**src/sv/zsvr_pkg.sv**
```systemverilog
// Shared types, code tables and helpers for the sequence value resolver.
`default_nettype none

package zsvr_pkg;

  // Code table sizes and the repeat-offset range
  localparam int LL_CODE_COUNT = 36;
  localparam int ML_CODE_COUNT = 53;
  localparam int OF_CODE_MAX   = 31;
  localparam int REPEAT_COUNT  = 3;

  // Field widths
  localparam int CODE_W      = 8;
  localparam int LEN_EXTRA_W = 16;
  localparam int OF_EXTRA_W  = 31;
  localparam int LIT_LEN_W   = 17;
  localparam int MATCH_LEN_W = 18;
  localparam int DIST_W      = 32;
  localparam int WINDOW_W    = 31;
  localparam int BITS_W      = 5;
  localparam int TBL_IDX_W   = 6;

  // Stream widths, padded to whole bytes
  localparam int IN_TDATA_W  = 88;
  localparam int OUT_TDATA_W = 72;

  typedef enum logic [2:0] {
    ERR_NONE        = 3'd0,
    ERR_OFFSET_CODE = 3'd1,
    ERR_MATCH_CODE  = 3'd2,
    ERR_LIT_CODE    = 3'd3,
    ERR_REPEAT      = 3'd4,
    ERR_HISTORY     = 3'd5
  } err_t;

  // Literal length baselines and extra-bit counts
  localparam logic [LIT_LEN_W-1:0] LL_BASE [LL_CODE_COUNT] = '{
    17'd0, 17'd1, 17'd2, 17'd3, 17'd4, 17'd5, 17'd6, 17'd7, 17'd8, 17'd9,
    17'd10, 17'd11, 17'd12, 17'd13, 17'd14, 17'd15, 17'd16, 17'd18, 17'd20,
    17'd22, 17'd24, 17'd28, 17'd32, 17'd40, 17'd48, 17'd64, 17'd128, 17'd256,
    17'd512, 17'd1024, 17'd2048, 17'd4096, 17'd8192, 17'd16384, 17'd32768,
    17'd65536};
  localparam logic [BITS_W-1:0] LL_BITS [LL_CODE_COUNT] = '{
    5'd0, 5'd0, 5'd0, 5'd0, 5'd0, 5'd0, 5'd0, 5'd0, 5'd0, 5'd0, 5'd0, 5'd0,
    5'd0, 5'd0, 5'd0, 5'd0, 5'd1, 5'd1, 5'd1, 5'd1, 5'd2, 5'd2, 5'd3, 5'd3,
    5'd4, 5'd6, 5'd7, 5'd8, 5'd9, 5'd10, 5'd11, 5'd12, 5'd13, 5'd14, 5'd15,
    5'd16};

  // Match length baselines and extra-bit counts
  localparam logic [LIT_LEN_W-1:0] ML_BASE [ML_CODE_COUNT] = '{
    17'd3, 17'd4, 17'd5, 17'd6, 17'd7, 17'd8, 17'd9, 17'd10, 17'd11, 17'd12,
    17'd13, 17'd14, 17'd15, 17'd16, 17'd17, 17'd18, 17'd19, 17'd20, 17'd21,
    17'd22, 17'd23, 17'd24, 17'd25, 17'd26, 17'd27, 17'd28, 17'd29, 17'd30,
    17'd31, 17'd32, 17'd33, 17'd34, 17'd35, 17'd37, 17'd39, 17'd41, 17'd43,
    17'd47, 17'd51, 17'd59, 17'd67, 17'd83, 17'd99, 17'd131, 17'd259, 17'd515,
    17'd1027, 17'd2051, 17'd4099, 17'd8195, 17'd16387, 17'd32771, 17'd65539};
  localparam logic [BITS_W-1:0] ML_BITS [ML_CODE_COUNT] = '{
    5'd0, 5'd0, 5'd0, 5'd0, 5'd0, 5'd0, 5'd0, 5'd0, 5'd0, 5'd0, 5'd0, 5'd0,
    5'd0, 5'd0, 5'd0, 5'd0, 5'd0, 5'd0, 5'd0, 5'd0, 5'd0, 5'd0, 5'd0, 5'd0,
    5'd0, 5'd0, 5'd0, 5'd0, 5'd0, 5'd0, 5'd0, 5'd0, 5'd1, 5'd1, 5'd1, 5'd1,
    5'd2, 5'd2, 5'd3, 5'd3, 5'd4, 5'd4, 5'd5, 5'd7, 5'd8, 5'd9, 5'd10, 5'd11,
    5'd12, 5'd13, 5'd14, 5'd15, 5'd16};

  // Decoded sequence held in the input register
  typedef struct packed {
    logic                   first;
    logic [LIT_LEN_W-1:0]   lit_len;
    logic [MATCH_LEN_W-1:0] match_len;
    logic [DIST_W-1:0]      of_value;
    err_t                   err;
  } dec_item_t;

  // Resolved result held in the output register
  typedef struct packed {
    err_t                   error_code;
    logic [DIST_W-1:0]      match_distance;
    logic [MATCH_LEN_W-1:0] match_bytes;
    logic [LIT_LEN_W-1:0]   lit_bytes;
  } result_t;

  // Keep the low bits of a length extra value
  function automatic logic [LEN_EXTRA_W-1:0] len_mask(input logic [BITS_W-1:0] bits);
    logic [LEN_EXTRA_W:0] full;
    full = ((LEN_EXTRA_W+1)'(1) << bits) - (LEN_EXTRA_W+1)'(1);
    return full[LEN_EXTRA_W-1:0];
  endfunction

endpackage

`default_nettype wire

```
**src/sv/zstd_sequence_value_resolver_unit.sv**
```systemverilog
// Top level: input register, resolve stage and output register of the resolver.
//
//  channel   dir  signals                       moves
//  s_*       in   s_tvalid s_tready s_tdata      one decoded sequence (codes + extra bits)
//  m_*       out  m_tvalid m_tready m_tdata      lengths, distance and error code
//  cfg_*     in   cfg_wr_en cfg_wr_data          history window size
//
//  One item per cycle while m_tready is high; m_tvalid comes from the input register.
//  The rate is set by the repeat-slot and position update, committed with the result.
//  Lengths and the offset value are decoded ahead of the input register.
//  rst clears both stage valids, the window to 0 and the slots to 1, 4, 8.
//  m_tready low holds the result; the input register still takes an item if empty.
`default_nettype none

module zstd_sequence_value_resolver_unit (
  input  wire logic                                 clk,
  input  wire logic                                 rst,
  input  wire logic                                 cfg_wr_en,
  input  wire logic [zsvr_pkg::WINDOW_W-1:0]        cfg_wr_data,
  input  wire logic                                 s_tvalid,
  output      logic                                 s_tready,
  // [0] first_of_block, [8:1] lit_len_code, [16:9] match_len_code,
  // [24:17] offset_code, [40:25] lit_len_extra, [56:41] match_len_extra,
  // [87:57] offset_extra
  input  wire logic [zsvr_pkg::IN_TDATA_W-1:0]      s_tdata,
  output      logic                                 m_tvalid,
  input  wire logic                                 m_tready,
  // [16:0] literal length, [34:17] match length, [66:35] match_distance,
  // [69:67] error_code, [71:70] zero
  output      logic [zsvr_pkg::OUT_TDATA_W-1:0]     m_tdata
);
  import zsvr_pkg::*;

  logic [WINDOW_W-1:0] window;
  dec_item_t           dec;
  dec_item_t           item;
  logic                item_valid;
  result_t             res;
  result_t             result;
  logic                advance;

  // Hold the history window
  always_ff @(posedge clk) begin
    if (rst) begin
      window <= '0;
    end else if (cfg_wr_en) begin
      window <= cfg_wr_data;
    end
  end

  // Decode codes into lengths and the offset value
  zsvr_len_decode u_decode (
    .first_of_block  (s_tdata[0]),
    .lit_len_code    (s_tdata[8:1]),
    .match_len_code  (s_tdata[16:9]),
    .offset_code     (s_tdata[24:17]),
    .lit_len_extra   (s_tdata[40:25]),
    .match_len_extra (s_tdata[56:41]),
    .offset_extra    (s_tdata[87:57]),
    .item            (dec)
  );

  // Stage handshake
  assign advance  = !m_tvalid || m_tready;
  assign s_tready = !item_valid || advance;

  // Input register
  always_ff @(posedge clk) begin
    if (rst) begin
      item_valid <= 1'b0;
    end else if (s_tready) begin
      item_valid <= s_tvalid;
    end
  end

  always_ff @(posedge clk) begin
    if (s_tvalid && s_tready) begin
      item <= dec;
    end
  end

  // Resolve against the repeat slots and output position
  zsvr_resolve u_resolve (
    .clk    (clk),
    .rst    (rst),
    .step   (item_valid && advance),
    .window (window),
    .item   (item),
    .res    (res)
  );

  // Output register
  always_ff @(posedge clk) begin
    if (rst) begin
      m_tvalid <= 1'b0;
    end else if (advance) begin
      m_tvalid <= item_valid;
    end
  end

  always_ff @(posedge clk) begin
    if (advance && item_valid) begin
      result <= res;
    end
  end

  assign m_tdata = {2'b00, result};

  // An error result carries no lengths and no distance
  a_err_zero: assert property (@(posedge clk) disable iff (rst)
    m_tvalid && m_tdata[69:67] != ERR_NONE |-> m_tdata[66:0] == '0)
    else $error("error result with nonzero payload");

  // A clean result never points at distance zero
  a_dist_nonzero: assert property (@(posedge clk) disable iff (rst)
    m_tvalid && m_tdata[69:67] == ERR_NONE |-> m_tdata[66:35] != '0)
    else $error("clean result with zero distance");

  // An empty output register never stalls the input side
  a_ready_free: assert property (@(posedge clk) disable iff (rst)
    !m_tvalid |-> s_tready)
    else $error("input stalled with output register empty");

  // An item in the input register reaches the output the next cycle it may move
  a_item_moves: assert property (@(posedge clk) disable iff (rst)
    item_valid && advance |=> m_tvalid)
    else $error("item lost between stages");

endmodule

`default_nettype wire

```
**src/sv/zsvr_len_decode.sv**
```systemverilog
// Code checks, length table lookups and offset value forming for one sequence.
`default_nettype none

module zsvr_len_decode (
  input  wire logic                               first_of_block,
  input  wire logic [zsvr_pkg::CODE_W-1:0]        lit_len_code,
  input  wire logic [zsvr_pkg::CODE_W-1:0]        match_len_code,
  input  wire logic [zsvr_pkg::CODE_W-1:0]        offset_code,
  input  wire logic [zsvr_pkg::LEN_EXTRA_W-1:0]   lit_len_extra,
  input  wire logic [zsvr_pkg::LEN_EXTRA_W-1:0]   match_len_extra,
  input  wire logic [zsvr_pkg::OF_EXTRA_W-1:0]    offset_extra,
  output zsvr_pkg::dec_item_t                     item
);
  import zsvr_pkg::*;

  logic                  of_bad;
  logic                  ml_bad;
  logic                  ll_bad;
  logic [TBL_IDX_W-1:0]  ll_idx;
  logic [TBL_IDX_W-1:0]  ml_idx;
  logic [4:0]            of_shift;
  logic [OF_EXTRA_W:0]   of_mask_full;
  logic [OF_EXTRA_W-1:0] of_extra_kept;

  // Range-check the three codes
  assign of_bad = offset_code > CODE_W'(OF_CODE_MAX);
  assign ml_bad = match_len_code >= CODE_W'(ML_CODE_COUNT);
  assign ll_bad = lit_len_code >= CODE_W'(LL_CODE_COUNT);

  // Park the table index on entry zero for a code out of range
  assign ll_idx = ll_bad ? '0 : lit_len_code[TBL_IDX_W-1:0];
  assign ml_idx = ml_bad ? '0 : match_len_code[TBL_IDX_W-1:0];

  // Offset value: 2^code plus the code's count of extra bits
  assign of_shift      = offset_code[4:0];
  assign of_mask_full  = ((OF_EXTRA_W+1)'(1) << of_shift) - (OF_EXTRA_W+1)'(1);
  assign of_extra_kept = offset_extra & of_mask_full[OF_EXTRA_W-1:0];

  always_comb begin
    item.first     = first_of_block;
    item.lit_len   = LL_BASE[ll_idx] + LIT_LEN_W'(lit_len_extra & len_mask(LL_BITS[ll_idx]));
    item.match_len = MATCH_LEN_W'(ML_BASE[ml_idx])
                   + MATCH_LEN_W'(match_len_extra & len_mask(ML_BITS[ml_idx]));
    item.of_value  = (DIST_W'(1) << of_shift) + DIST_W'(of_extra_kept);
    priority if (of_bad) begin
      item.err = ERR_OFFSET_CODE;
    end else if (ml_bad) begin
      item.err = ERR_MATCH_CODE;
    end else if (ll_bad) begin
      item.err = ERR_LIT_CODE;
    end else begin
      item.err = ERR_NONE;
    end
  end

endmodule

`default_nettype wire

```
**src/sv/zsvr_resolve.sv**
```systemverilog
// Repeat-offset resolution, history check and the slot and position state.
`default_nettype none

module zsvr_resolve (
  input  wire logic                            clk,
  input  wire logic                            rst,
  input  wire logic                            step,
  input  wire logic [zsvr_pkg::WINDOW_W-1:0]   window,
  input  wire zsvr_pkg::dec_item_t             item,
  output zsvr_pkg::result_t                    res
);
  import zsvr_pkg::*;

  logic [DIST_W-1:0]   slot_one;
  logic [DIST_W-1:0]   slot_two;
  logic [DIST_W-1:0]   slot_three;
  logic [DIST_W-1:0]   position;
  logic [DIST_W-1:0]   slot_one_next;
  logic [DIST_W-1:0]   slot_two_next;
  logic [DIST_W-1:0]   slot_three_next;
  logic [DIST_W-1:0]   position_next;

  logic [DIST_W-1:0]   back_dist;
  logic                rep_err;
  logic [1:0]          sel;
  logic [DIST_W-1:0]   pos_base;
  logic [DIST_W:0]     pos_lit;
  logic [DIST_W+1:0]   reach;
  logic [DIST_W+1:0]   pos_end;
  logic                too_far;
  err_t                err;

  // Pick the distance and reorder the repeat slots
  always_comb begin
    back_dist       = '0;
    rep_err         = 1'b0;
    slot_one_next   = slot_one;
    slot_two_next   = slot_two;
    slot_three_next = slot_three;
    sel             = item.of_value[1:0] - 2'd1 + {1'b0, item.lit_len == '0};
    if (item.of_value > DIST_W'(REPEAT_COUNT)) begin
      back_dist       = item.of_value - DIST_W'(REPEAT_COUNT);
      slot_three_next = slot_two;
      slot_two_next   = slot_one;
      slot_one_next   = back_dist;
    end else begin
      unique case (sel)
        2'd0: begin
          back_dist = slot_one;
        end
        2'd1: begin
          back_dist     = slot_two;
          slot_two_next = slot_one;
          slot_one_next = slot_two;
        end
        2'd2: begin
          back_dist       = slot_three;
          slot_three_next = slot_two;
          slot_two_next   = slot_one;
          slot_one_next   = slot_three;
        end
        default: begin
          rep_err         = slot_one <= DIST_W'(1);
          back_dist       = slot_one - DIST_W'(1);
          slot_three_next = slot_two;
          slot_two_next   = slot_one;
          slot_one_next   = back_dist;
        end
      endcase
    end
  end

  // Advance the output position and check reach into history
  always_comb begin
    pos_base      = item.first ? '0 : position;
    pos_lit       = {1'b0, pos_base} + (DIST_W+1)'(item.lit_len);
    reach         = (DIST_W+2)'(window) + {1'b0, pos_lit};
    too_far       = {2'b00, back_dist} > reach;
    pos_end       = {1'b0, pos_lit} + (DIST_W+2)'(item.match_len);
    position_next = (pos_end[DIST_W+1:DIST_W] != 2'b00) ? '1 : pos_end[DIST_W-1:0];
  end

  // Rank the errors and form the result
  always_comb begin
    priority if (item.err != ERR_NONE) begin
      err = item.err;
    end else if (rep_err) begin
      err = ERR_REPEAT;
    end else if (back_dist == '0 || too_far) begin
      err = ERR_HISTORY;
    end else begin
      err = ERR_NONE;
    end
    res.error_code = err;
    if (err == ERR_NONE) begin
      res.lit_bytes      = item.lit_len;
      res.match_bytes    = item.match_len;
      res.match_distance = back_dist;
    end else begin
      res.lit_bytes      = '0;
      res.match_bytes    = '0;
      res.match_distance = '0;
    end
  end

  // Commit slots and position only for a clean item
  always_ff @(posedge clk) begin
    if (rst) begin
      slot_one   <= DIST_W'(1);
      slot_two   <= DIST_W'(4);
      slot_three <= DIST_W'(8);
      position   <= '0;
    end else if (step && err == ERR_NONE) begin
      slot_one   <= slot_one_next;
      slot_two   <= slot_two_next;
      slot_three <= slot_three_next;
      position   <= position_next;
    end
  end

endmodule

`default_nettype wire

```
**config.mk**
```make
export PLATFORM = sky130hd
export DESIGN_NAME = zstd_sequence_value_resolver_unit
export DESIGN_NICKNAME = d
export VERILOG_FILES = /design/src/sv/zsvr_pkg.sv /design/src/sv/zstd_sequence_value_resolver_unit.sv /design/src/sv/zsvr_len_decode.sv /design/src/sv/zsvr_resolve.sv
export SDC_FILE = /design/constraint.sdc
export NUM_CORES = 1
export LEC_CHECK = 0
export BUFFER_PORTS_ARGS = -buffer_cell sky130_fd_sc_hd__buf_2
export CAP_MARGIN = 10
export CORE_MARGIN = 2
export CORE_UTILIZATION = 64
export DETAILED_ROUTE_END_ITERATION = 16
export PLACE_DENSITY_LB_ADDON = 0.2
export SYNTH_ARGS = -nofsm -noshare
export SYNTH_HDL_FRONTEND = slang
export SYNTH_SLANG_ARGS = --single-unit
```
**constraint.sdc**
```tcl
create_clock -name clk -period 11.45 [get_ports clk]
set_input_delay 0.5725 -clock clk [delete_from_list [all_inputs] [get_ports clk]]
set_output_delay 0.5725 -clock clk [all_outputs]
set_load 0.02 [all_outputs]
```
---- Word-level counts from Yosys, hierarchy flattened ----
Memory sizes are Yosys's and may differ from the RTL's.
Cells that the tools add are included.
operators by class
  multipliers ............................. 0
  magnitude comparators ................... 8
  shifts and indexed selects .............. 3
  multiplexer cells ....................... 25
  $add $sub $neg .......................... 13
  bitwise gates (word level) .............. 5
  reduce and logical (&&, ||, !) cells .... 19
  equal/unequal tests ..................... 4
  divide/modulo/power cells ............... 0
operators by type and width
  kind                     count
  $mux W32                 7
  $pmux W32 S3             1
  $mux W17                 4
  $add A31 B33 Y34         1
  $add A33 B18 Y34         1
  $gt A32 B34 Y1           1
  $add A32 B17 Y33         1
  $add A32 B31 Y32         1
  $and A16 B16 Y16         2
  $gt A32 B2 Y1 const B    1
  $le A32 B1 Y1 const B    1
  $logic_not A32 Y1        1
  $shl A1 B5 Y16 const A   2
  $shl A1 B5 Y32 const A   1
  $sub A16 B2 Y16 const B  2
  $sub A32 B1 Y32 const B  1
  $sub A32 B2 Y32 const B  1
  $and A31 B31 Y31         1
  $sub A31 B2 Y31 const B  1
  $mux W5                  4
  $add A17 B18 Y18         1
  $add A17 B17 Y17         1
  $logic_not A17 Y1        1
  $ge A8 B6 Y1 const B     2
  22 further kinds         37
storage, ports and cells
  memory bits (writable) .................. 0
  latch bits .............................. 0
  memories ................................ 4
  register bits after elaboration ......... 302
  input bits .............................. 124
  word-level logic and storage cells ...... 98
  bits in read-only memories .............. 2816
  output and inout port bits .............. 74
memories
  name              depth  bits a word  read ports  clocked after Yosys merged registers in  write ports  line                   source
  (name not given)  64     17           1           0                                        0            zsvr_len_decode.sv:41  item.lit_len = LL_BASE[ll_idx] + LIT_LEN_W'(lit_len_extra & len_mask(LL_BITS[ll_idx]));
  (name not given)  64     17           1           0                                        0            zsvr_len_decode.sv:42  item.match_len = MATCH_LEN_W'(ML_BASE[ml_idx])
  (name not given)  64     5            1           0                                        0            zsvr_len_decode.sv:41
  (name not given)  64     5            1           0                                        0            zsvr_len_decode.sv:43  + MATCH_LEN_W'(match_len_extra & len_mask(ML_BITS[ml_idx]));

---- Depth between registers and ports, before layout ----
Gate-level depths: netlist of the first run.
  word-level depth ........................ 13
  depth in mapped cells ................... 37
  depth with buffers taken out ............ 33

---- Cells and area by module ----
From an unflattened synthesis of the first run, not the netlist that was laid out.
second synthesis, totals
  cell total of the unflattened synthesis .. 2810
  area total of the unflattened synthesis .. 24108.1 µm²
modules (own cells, without submodules)
  module                             area an instance (µm²)  seq. area each (µm²)  times used  cells each
  zsvr_resolve                       13619.3                 2562.5                1           1790
  zstd_sequence_value_resolver_unit  5471.5                  4894.7                1           255
  zsvr_len_decode                    5017.3                  0.0                   1           765

---- Least setup slack after synthesis of the first run ----
Ideal clock, no wire load.
  path kind ............................... reg2reg
  start ................................... register, netlist name item[70]
  end ..................................... register result, in the netlist m_tdata[69], data pin
  data arrival time ....................... 6.737 ns
  period minus slack after synthesis ...... 7.016 ns
  required time ........................... 11.171 ns
  cell stages (with the launch flop) ...... 32
  path slack .............................. 4.434 ns
  library setup time ...................... 0.279 ns
  path buffers ............................ 5
  cells stage by stage .................... edfxtp_1 -> clkbuf_1 -> clkbuf_1 -> clkbuf_1 -> nor2b_1 -> ha_1 -> a21o_1 -> a21o_1 -> a21oi_1 -> o21ai_0 -> a31oi_1 -> xnor2_1 -> ha_1 -> nand4_1 -> nor3_1 -> o21ai_0 -> a31oi_1 -> nor2_1 -> o31ai_1 -> a31oi_1 -> xor2_1 -> ha_1 -> a21o_1 -> a21o_1 -> a21oi_1 -> o21ai_0 -> a211oi_1 -> a21oi_1 -> o21ai_1 -> clkbuf_1 -> buf_1 -> a311oi_1
RTL lines
  element               line                                      source
  to (signal assigned)  zstd_sequence_value_resolver_unit.sv:103  result <= res;
  to (decl)             zstd_sequence_value_resolver_unit.sv:39   result_t result;

---- Final worst setup path of the first run ----
  start ................................... register, netlist name item[70]
  end ..................................... register u_resolve.position[24]
on the way
  word-level cells in the longest chain between the ends .. 10
  elaborated cells on any way between the ends .. 13
  classes of those cells .................. 3 x add/sub; 1 x order compare; 5 x mux; 4 x reduce/logical
RTL lines
  element               line                 source
  $mux W32 *            zsvr_resolve.sv:75   pos_base = item.first ? '0 : position;
  $add A32 B17 Y33 *    zsvr_resolve.sv:76   pos_lit = {1'b0, pos_base} + (DIST_W+1)'(item.lit_len);
  $add A31 B33 Y34      zsvr_resolve.sv:77   reach = (DIST_W+2)'(window) + {1'b0, pos_lit};
  $gt A32 B34 Y1        zsvr_resolve.sv:78   too_far = {2'b00, back_dist} > reach;
  $logic_or A1 B1 Y1    zsvr_resolve.sv:89   end else if (back_dist == '0 || too_far) begin
  $mux W3               zsvr_resolve.sv:89
  $mux W3               zsvr_resolve.sv:87   end else if (rep_err) begin
  $mux W3               zsvr_resolve.sv:85   priority if (item.err != ERR_NONE) begin
  $logic_not A3 Y1      zsvr_resolve.sv:113  end else if (step && err == ERR_NONE) begin
  $logic_and A1 B1 Y1   zsvr_resolve.sv:113
  to (signal assigned)  zsvr_resolve.sv:117  position <= position_next;
  to (decl)             zsvr_resolve.sv:17   logic [DIST_W-1:0] position;
Mark *: on every way between the ends. The rest lies on a longest branch, timed or not.
A chain may end at the register's enable or synchronous reset.

==> flow_metrics.tcl, run 1 <==
set metrics [dict create \
    final_nets 3139 \
    maxSlewHeadroom 0.235 \
    fp.dieH_um 194 \
    via_per_inst 6.72 \
    grt_pass1_wl_um 111000 \
    dr.pass1.iters 6 \
    outcome "completed" \
    ant_nets 0 \
    cp.arrival_ns 8.91 \
    p_leak_nw 10.3 \
    clock_latency_ns 0.54 \
    yosys_warnings 0 \
    cpPeakStageDelay_ns 0.86 \
    synth_cells 2749 \
    io_buffers 195 \
    setup_viol_count_final 0 \
    synth.distinct_cells 87 \
    hold_class "in -> reg" \
    rows 69 \
    slew_violations 0 \
    required_ns 11.79 \
    post-route-period-util 0.748 \
    hold_viol_final 0 \
    mostFrequentLayoutCell "nand2_1" \
    clock-sinks 301 \
    hpwlAfterDp_um 51100 \
    htreeDepth 2 \
    first_iter_violations 2512 \
    die_area_um2 37700 \
    grt_pass1_vias 20600 \
    drive_gt1_frac 0.111 \
    grt_overflow 0 \
    crit_slowest_cell "nor2_4" \
    die_w_um 194 \
    avgSynthCellArea_um2 8.41 \
    cts_tree "done" \
    power.density_nw_per_um2 115 \
    synth-edff-count 140 \
    rsz0062_at_grt "false" \
    path_class "reg -> reg" \
    met1_usage 0.502 \
    area_delta_synth_final_pct 9.82 \
    cts_resized 0 \
    post_cts_buffers 0 \
    worst_pin_slew_ns 1.15 \
    ys_ff_latch 301 \
    grt_max_degree 98 \
    synth_flop_cell "dfxtp_1" \
    fmax_ghz 0.117 \
    finalCriticalPeriod_ns 8.56 \
    seq_area_frac_synth 0.321 \
    cp-end-kind "register" \
    num_vias 22400 \
    drv_cap 0 \
    busiest_layer "met2" \
    grt_usage 0.362 \
    drc 0 \
    layout_common_cells "239 x nand2_1, 215 x nor2_1, 205 x a21oi_1" \
    wl_per_cell_um 21.3 \
    root_buffer "clkbuf_16" \
    netlist_area_um2 23100 \
    rrSetupSlack_ns 2.89 \
    tns_ns 0 \
    gp_congestion 0.991 \
    postSynth.asyncResetShare 0 \
    clkSlewWorstSetupHoldPaths_ns 0.06 \
    start_util 0.650 \
    wl_um 70800 \
    antenna_found_initial 3 \
    critPathMaxFanout 67 \
    ir_drop_mv 0.145 \
    worstSetupStartpointType "register" \
    cts_made_buffers 34 \
    cts_hold_buf 0 \
    fin_skew_ns 0.0128 \
    core_um2 35600 \
    met3_usage 0.0682 \
    final_area_um2 25400 \
    ios 198 \
    worstHoldPathCells 1 \
    reg2reg_depth 31 \
    met2_usage 0.561 \
    clockBufferDepth 3 \
    placed_area_um2 24200 \
]
## per-stage QoR
stage	hold slack (ns)	std cells	total power, mW	utilization	setup WS (ns)
2_1_floorplan	0.444	2751	1.62	-	4.43
3_3_place_gp	0.459	3265	1.78	0.681	3.65
3_5_place_dp	0.466	3265	1.80	0.681	3.16
4_1_cts	0.211	3325	2.92	0.714	3.16
5_1_grt	0.215	3326	3.03	0.714	2.40
6_report	0.230	3328	2.93	0.714	2.89
## path summary, 6_finish.rpt
| kind | from | endpoint |
|---|---|---|
| worst min-delay path | s_tdata[0] | item[70]$_DFFE_PP_ |
| worst max register to register | item[70]$_DFFE_PP_ | u_resolve.position[24]$_SDFFE_PP0P_ |
| worst min register to register | u_resolve.slot_three[22]$_SDFFE_PP0P_ | u_resolve.slot_three[22]$_SDFFE_PP0P_ |
| worst max-delay path | item[70]$_DFFE_PP_ | u_resolve.position[24]$_SDFFE_PP0P_ |
## layout make-up
type / count / area, µm²
flip-flops and latches: 301 / 7430
well taps: 461 / 577
multi-input cells: 2200 / 14800
clock buffers: 46 / 990
clock inverters: 14 / 158
inverters: 83 / 312
fillers: 2780 / 10200
repair buffers: 221 / 1170
diodes: 2 / 5.00
## synth_stat cells, types with 13 or more instances
cell / instances / area [µm²]
nand2_1: 239 / 897
nor2_1: 217 / 815
a21oi_1: 205 / 1030
ha_1: 169 / 2110
dfxtp_1: 161 / 3220
edfxtp_1: 140 / 4200
clkbuf_1: 126 / 473
o21ai_0: 112 / 561
xnor2_1: 104 / 911
nand3_1: 91 / 455
nor3_1: 88 / 440
inv_1: 82 / 308
mux2i_1: 81 / 811
and2_1: 70 / 438
and3_1: 69 / 432
nor4_1: 69 / 432
xor2_1: 63 / 552
a21o_1: 48 / 360
nor2b_1: 46 / 288
nand4_1: 42 / 263
a311oi_1: 37 / 324
a31o_1: 30 / 263
o21a_1: 29 / 218
o21ai_1: 27 / 135
o31ai_1: 27 / 203
a211oi_1: 22 / 165
a31oi_1: 22 / 138
o21bai_1: 22 / 165
nand2b_1: 21 / 131
or3_1: 20 / 125
a21boi_0: 18 / 135
o211ai_1: 16 / 120
or4_1: 15 / 113
buf_1: 14 / 52.6
buf_2: 13 / 65.1
o31a_1: 13 / 114
## power by group
group          switching [mW]  leakage, nW  internal (mW)
Clock                   0.455        0.555          0.676
Combinational           0.385         7.16          0.201
Sequential             0.0402         2.64           1.17
## logic make-up after synthesis
family,count (synthesis),synth area share
compound gates,730,0.209
other cells,1,0.000162
flops,301,0.321
xor+xnor,167,0.0633
buf+inv,250,0.0450
mux,85,0.0380
simple gates,1041,0.228
fa+ha+maj,174,0.0958
## critical path, delay by kind of cell (launching register included)
family	cells	cell delay, ns
compound gates	16	3.90
xor+xnor	2	0.53
fa+ha+maj	4	1.21
buf+inv	3	0.78
flops	1	0.33
simple gates	6	1.56
## state kept, by name, summed over array words and instances, names as in the netlist
register	count
item	70
m_tdata	70
u_resolve.position	32
u_resolve.slot_one	32
u_resolve.slot_three	32
u_resolve.slot_two	32
window	31
item_valid	1
m_tvalid	1
## layer usage
metal / vias to the layer above / wire length [µm]
li1: 10400 / -
met1: 10500 / 29500
met2: 1317 / 30900
met3: 212 / 7720
met4: 4 / 2660
met5: - / 21
No activity file was read; power rests on OpenSTA's default activity.
==> inputs of run 2 (changes only) <==
- ABC_AREA: unset -> 1
- CORE_UTILIZATION: 64 -> 56
- clock period: 11.45 -> 7.2 ns (I/O delays scaled with it)
==> run 2 against run 1 <==
Compared with the run above:
- core utilization shrank 8.5 points
- critical path depth rose by 3
- wire length increased by 4.3%
- clock skew is 0.017 ns higher
- count of clock-buffer cells in the layout decreased by 5
- die area rose by 20%
- final cell count grew 34%
- largest power group unchanged
- highest routed layer unchanged
==> flow_metrics.tcl, run 2 <==
set metrics [dict create \
    post-synth-top-count-cell "nand2_1" \
    power.density_nw_per_um2 173 \
    die_w_um 213 \
    path_class "reg -> reg" \
    p_total_mw 4.68 \
    root_buffer "clkbuf_16" \
    grt_pass1_vias 22300 \
    clock_latency_ns 0.54 \
    crit_slowest_cell "edfxtp_1" \
    synth_top_area_frac 0.172 \
    cp-end-kind "register" \
    die_area_um2 45200 \
    fin_skew_ns 0.0299 \
    cts_hold_buf 0 \
    grt_pass1_wl_um 117000 \
    path_buf_inv 4 \
    p_comb_frac 0.207 \
    cpPeakStageDelay_ns 0.52 \
    wl_um 73800 \
    pwr-share-clk 0.379 \
    wl_per_cell_um 16.6 \
    synth_top_area_cell "edfxtp_1" \
    mostFrequentLayoutCell "nand2_1" \
    intPower_mw 3.24 \
    met3_usage 0.0663 \
    finalCriticalPeriod_ns 6.69 \
    tns_ns 0 \
    via_per_inst 5.51 \
    grt_usage 0.324 \
    critPathMaxFanout 36 \
    seq_area_frac_synth 0.305 \
    worstHoldPathCells 3 \
    grt_overflow 0 \
    grt_max_degree 73 \
    cp.depth 34 \
    required_ns 7.63 \
    first_iter_violations 2395 \
    num_vias 24600 \
    ios 198 \
    netlist_top_cells_area "edfxtp_1 17%, dfxtp_1 13%, nand2_1 13%" \
    synth.distinct_cells 62 \
    critical-path-top-delay-family "compound AO/OA/AOI/OAI gates" \
    drive_gt1_frac 0.0945 \
    synth_cells 3679 \
    clockBufferDepth 3 \
    rows 76 \
    post-route-period-util 0.929 \
    met1_usage 0.447 \
    hold_viol_final 0 \
    synth-edff-count 140 \
    worstSetupStartpointType "register" \
    cp.arrival_ns 7.12 \
    synth_flop_cell "dfxtp_1" \
    postSynth.asyncResetShare 0 \
    p_leak_nw 12.7 \
    fp.dieH_um 213 \
    maxSlewHeadroom 0.348 \
    netlist_area_um2 24400 \
    worst_pin_slew_ns 0.979 \
    p_switching_mw 1.44 \
    ys_ff_latch 301 \
    dr.pass1.iters 8 \
    gp_congestion 0.984 \
    clock-sinks 301 \
    drc 0 \
    outcome "completed" \
    hold_class "in -> reg" \
    cts_tree "done" \
    slew_violations 0 \
    ant_nets 0 \
    synthTopCellsByCount "838 x nand2_1, 669 x nor2_1, 429 x inv_1" \
    seqPwrFrac 0.415 \
    avgSynthCellArea_um2 6.63 \
    met2_usage 0.498 \
    cts_made_buffers 34 \
    yosys_warnings 0 \
    area_delta_synth_final_pct 10.9 \
    hpwlAfterDp_um 57500 \
    start_util 0.567 \
    layout_common_cells "838 x nand2_1, 669 x nor2_1, 426 x inv_1" \
    antenna_found_initial 7 \
    setup_viol_count_final 0 \
    ir_drop_mv 0.149 \
    htreeDepth 2 \
    final_nets 4148 \
    num-fill-cells 4112 \
    drv_cap 0 \
    core_um2 43000 \
    io_buffers 195 \
    reg2reg_depth 34 \
    fmax_ghz 0.150 \
    busiest_layer "met2" \
    swShare 0.307 \
    clkSlewWorstSetupHoldPaths_ns 0.06 \
]
==> run 2: cell types whose count changed in the layout (fill, tap and decap cells not counted), moves of 57 or more <==
| cell | previous run | this run |
|---|---|---|
| xnor2_1 | 103 | 46 |
| nand2_1 | 239 | 838 |
| and2_1 | 69 | 3 |
| nor2_1 | 215 | 669 |
| and3_1 | 69 | 4 |
| nand3_1 | 90 | 232 |
| mux2i_1 | 81 | 0 |
| o21ai_0 | 112 | 217 |
| nor4_1 | 69 | 11 |
| inv_1 | 80 | 426 |
==> run 2: path summary, 6_finish.rpt <==
check	start	endpoint	slack (ns)
setup reg to reg	item[70]$_DFFE_PP_	u_resolve.slot_three[9]$_SDFFE_PP0P_	0.51
setup / recovery	item[70]$_DFFE_PP_	u_resolve.slot_three[9]$_SDFFE_PP0P_	0.51
hold reg to reg	u_resolve.slot_three[23]$_SDFFE_PP0P_	u_resolve.slot_three[23]$_SDFFE_PP0P_	0.48
hold / removal	cfg_wr_data[0]	window[0]$_SDFFE_PP0P_	0.04
==> run 2: stage by stage <==
stage | std cells | hold WS (ns) | cell area [µm²] | util | worst slack (ns)
after floorplan | 3681 | 0.450 | 24400 | - | 1.59
after global placement | 4392 | 0.458 | 25800 | 0.601 | 0.650
after detailed placement | 4392 | 0.466 | 25800 | 0.601 | 0.497
after CTS | 4452 | 0.0408 | 27000 | 0.627 | 0.441
after global routing | 4460 | 0.0413 | 27000 | 0.629 | -0.0102
final | 4460 | 0.0449 | 27000 | 0.629 | 0.513
==> run 2: cell type report <==
class	count	area, µm²	share of cell area
multi-input combinational	2842	14700	0.545
sequential	301	7430	0.275
inverter	440	1660	0.0613
timing repair buffer	231	1350	0.0499
clock buffer	41	940	0.0348
tap	585	732	0.0271
clock inverter	19	181	0.00671
antenna	1	2.50	0.0000926
==> run 2: tightest hold or removal path: cells and delay by family <==
kind | cells | cell delay, ns
simple gates | 2 | 0.12
buf+inv | 1 | 0.08
==> run 2: timing repair <==
| item | 4_1_cts | 5_1_grt |
|---|---|---|
| resized for setup | 0 | 2 |
| buffers inserted | 0 | 6 |
| endpoints found under the setup margin | 0 | 194 |
==> run 2: layer usage <==
metal | part of all wire | up-vias
met5 | 0.00098 | -
met2 | 0.42 | 985
met1 | 0.44 | 11000
met3 | 0.090 | 195
li1 | - | 12400
met4 | 0.042 | 12
==> run 2: cell families (layout without fill, tap and decap cells) <==
family	Yosys count	after routing	share of synthesized area
DFF	301	301	0.305
AOI/OAI and AO/OA	572	572	0.127
buffers and inverters	538	731	0.0910
other	1	4	0.000154
and+or+nand+nor	1950	1950	0.335
xor gates and xnor gates	143	143	0.0517
adders and majority gates	174	174	0.0908
==> run 2: power groups by stage <==
| stage | Clock [mW] | Combinational, mW | Sequential (mW) |
|---|---|---|---|
| 4_1_cts | 1.79 | 0.950 | 1.94 |
| 5_1_grt | 1.86 | 1.08 | 1.94 |
| 2_1_floorplan | 0 | 0.649 | 1.98 |
| 3_3_place_gp | 0 | 0.938 | 1.97 |
| 3_5_place_dp | 0 | 0.941 | 1.97 |
| 6_report | 1.77 | 0.967 | 1.94 |
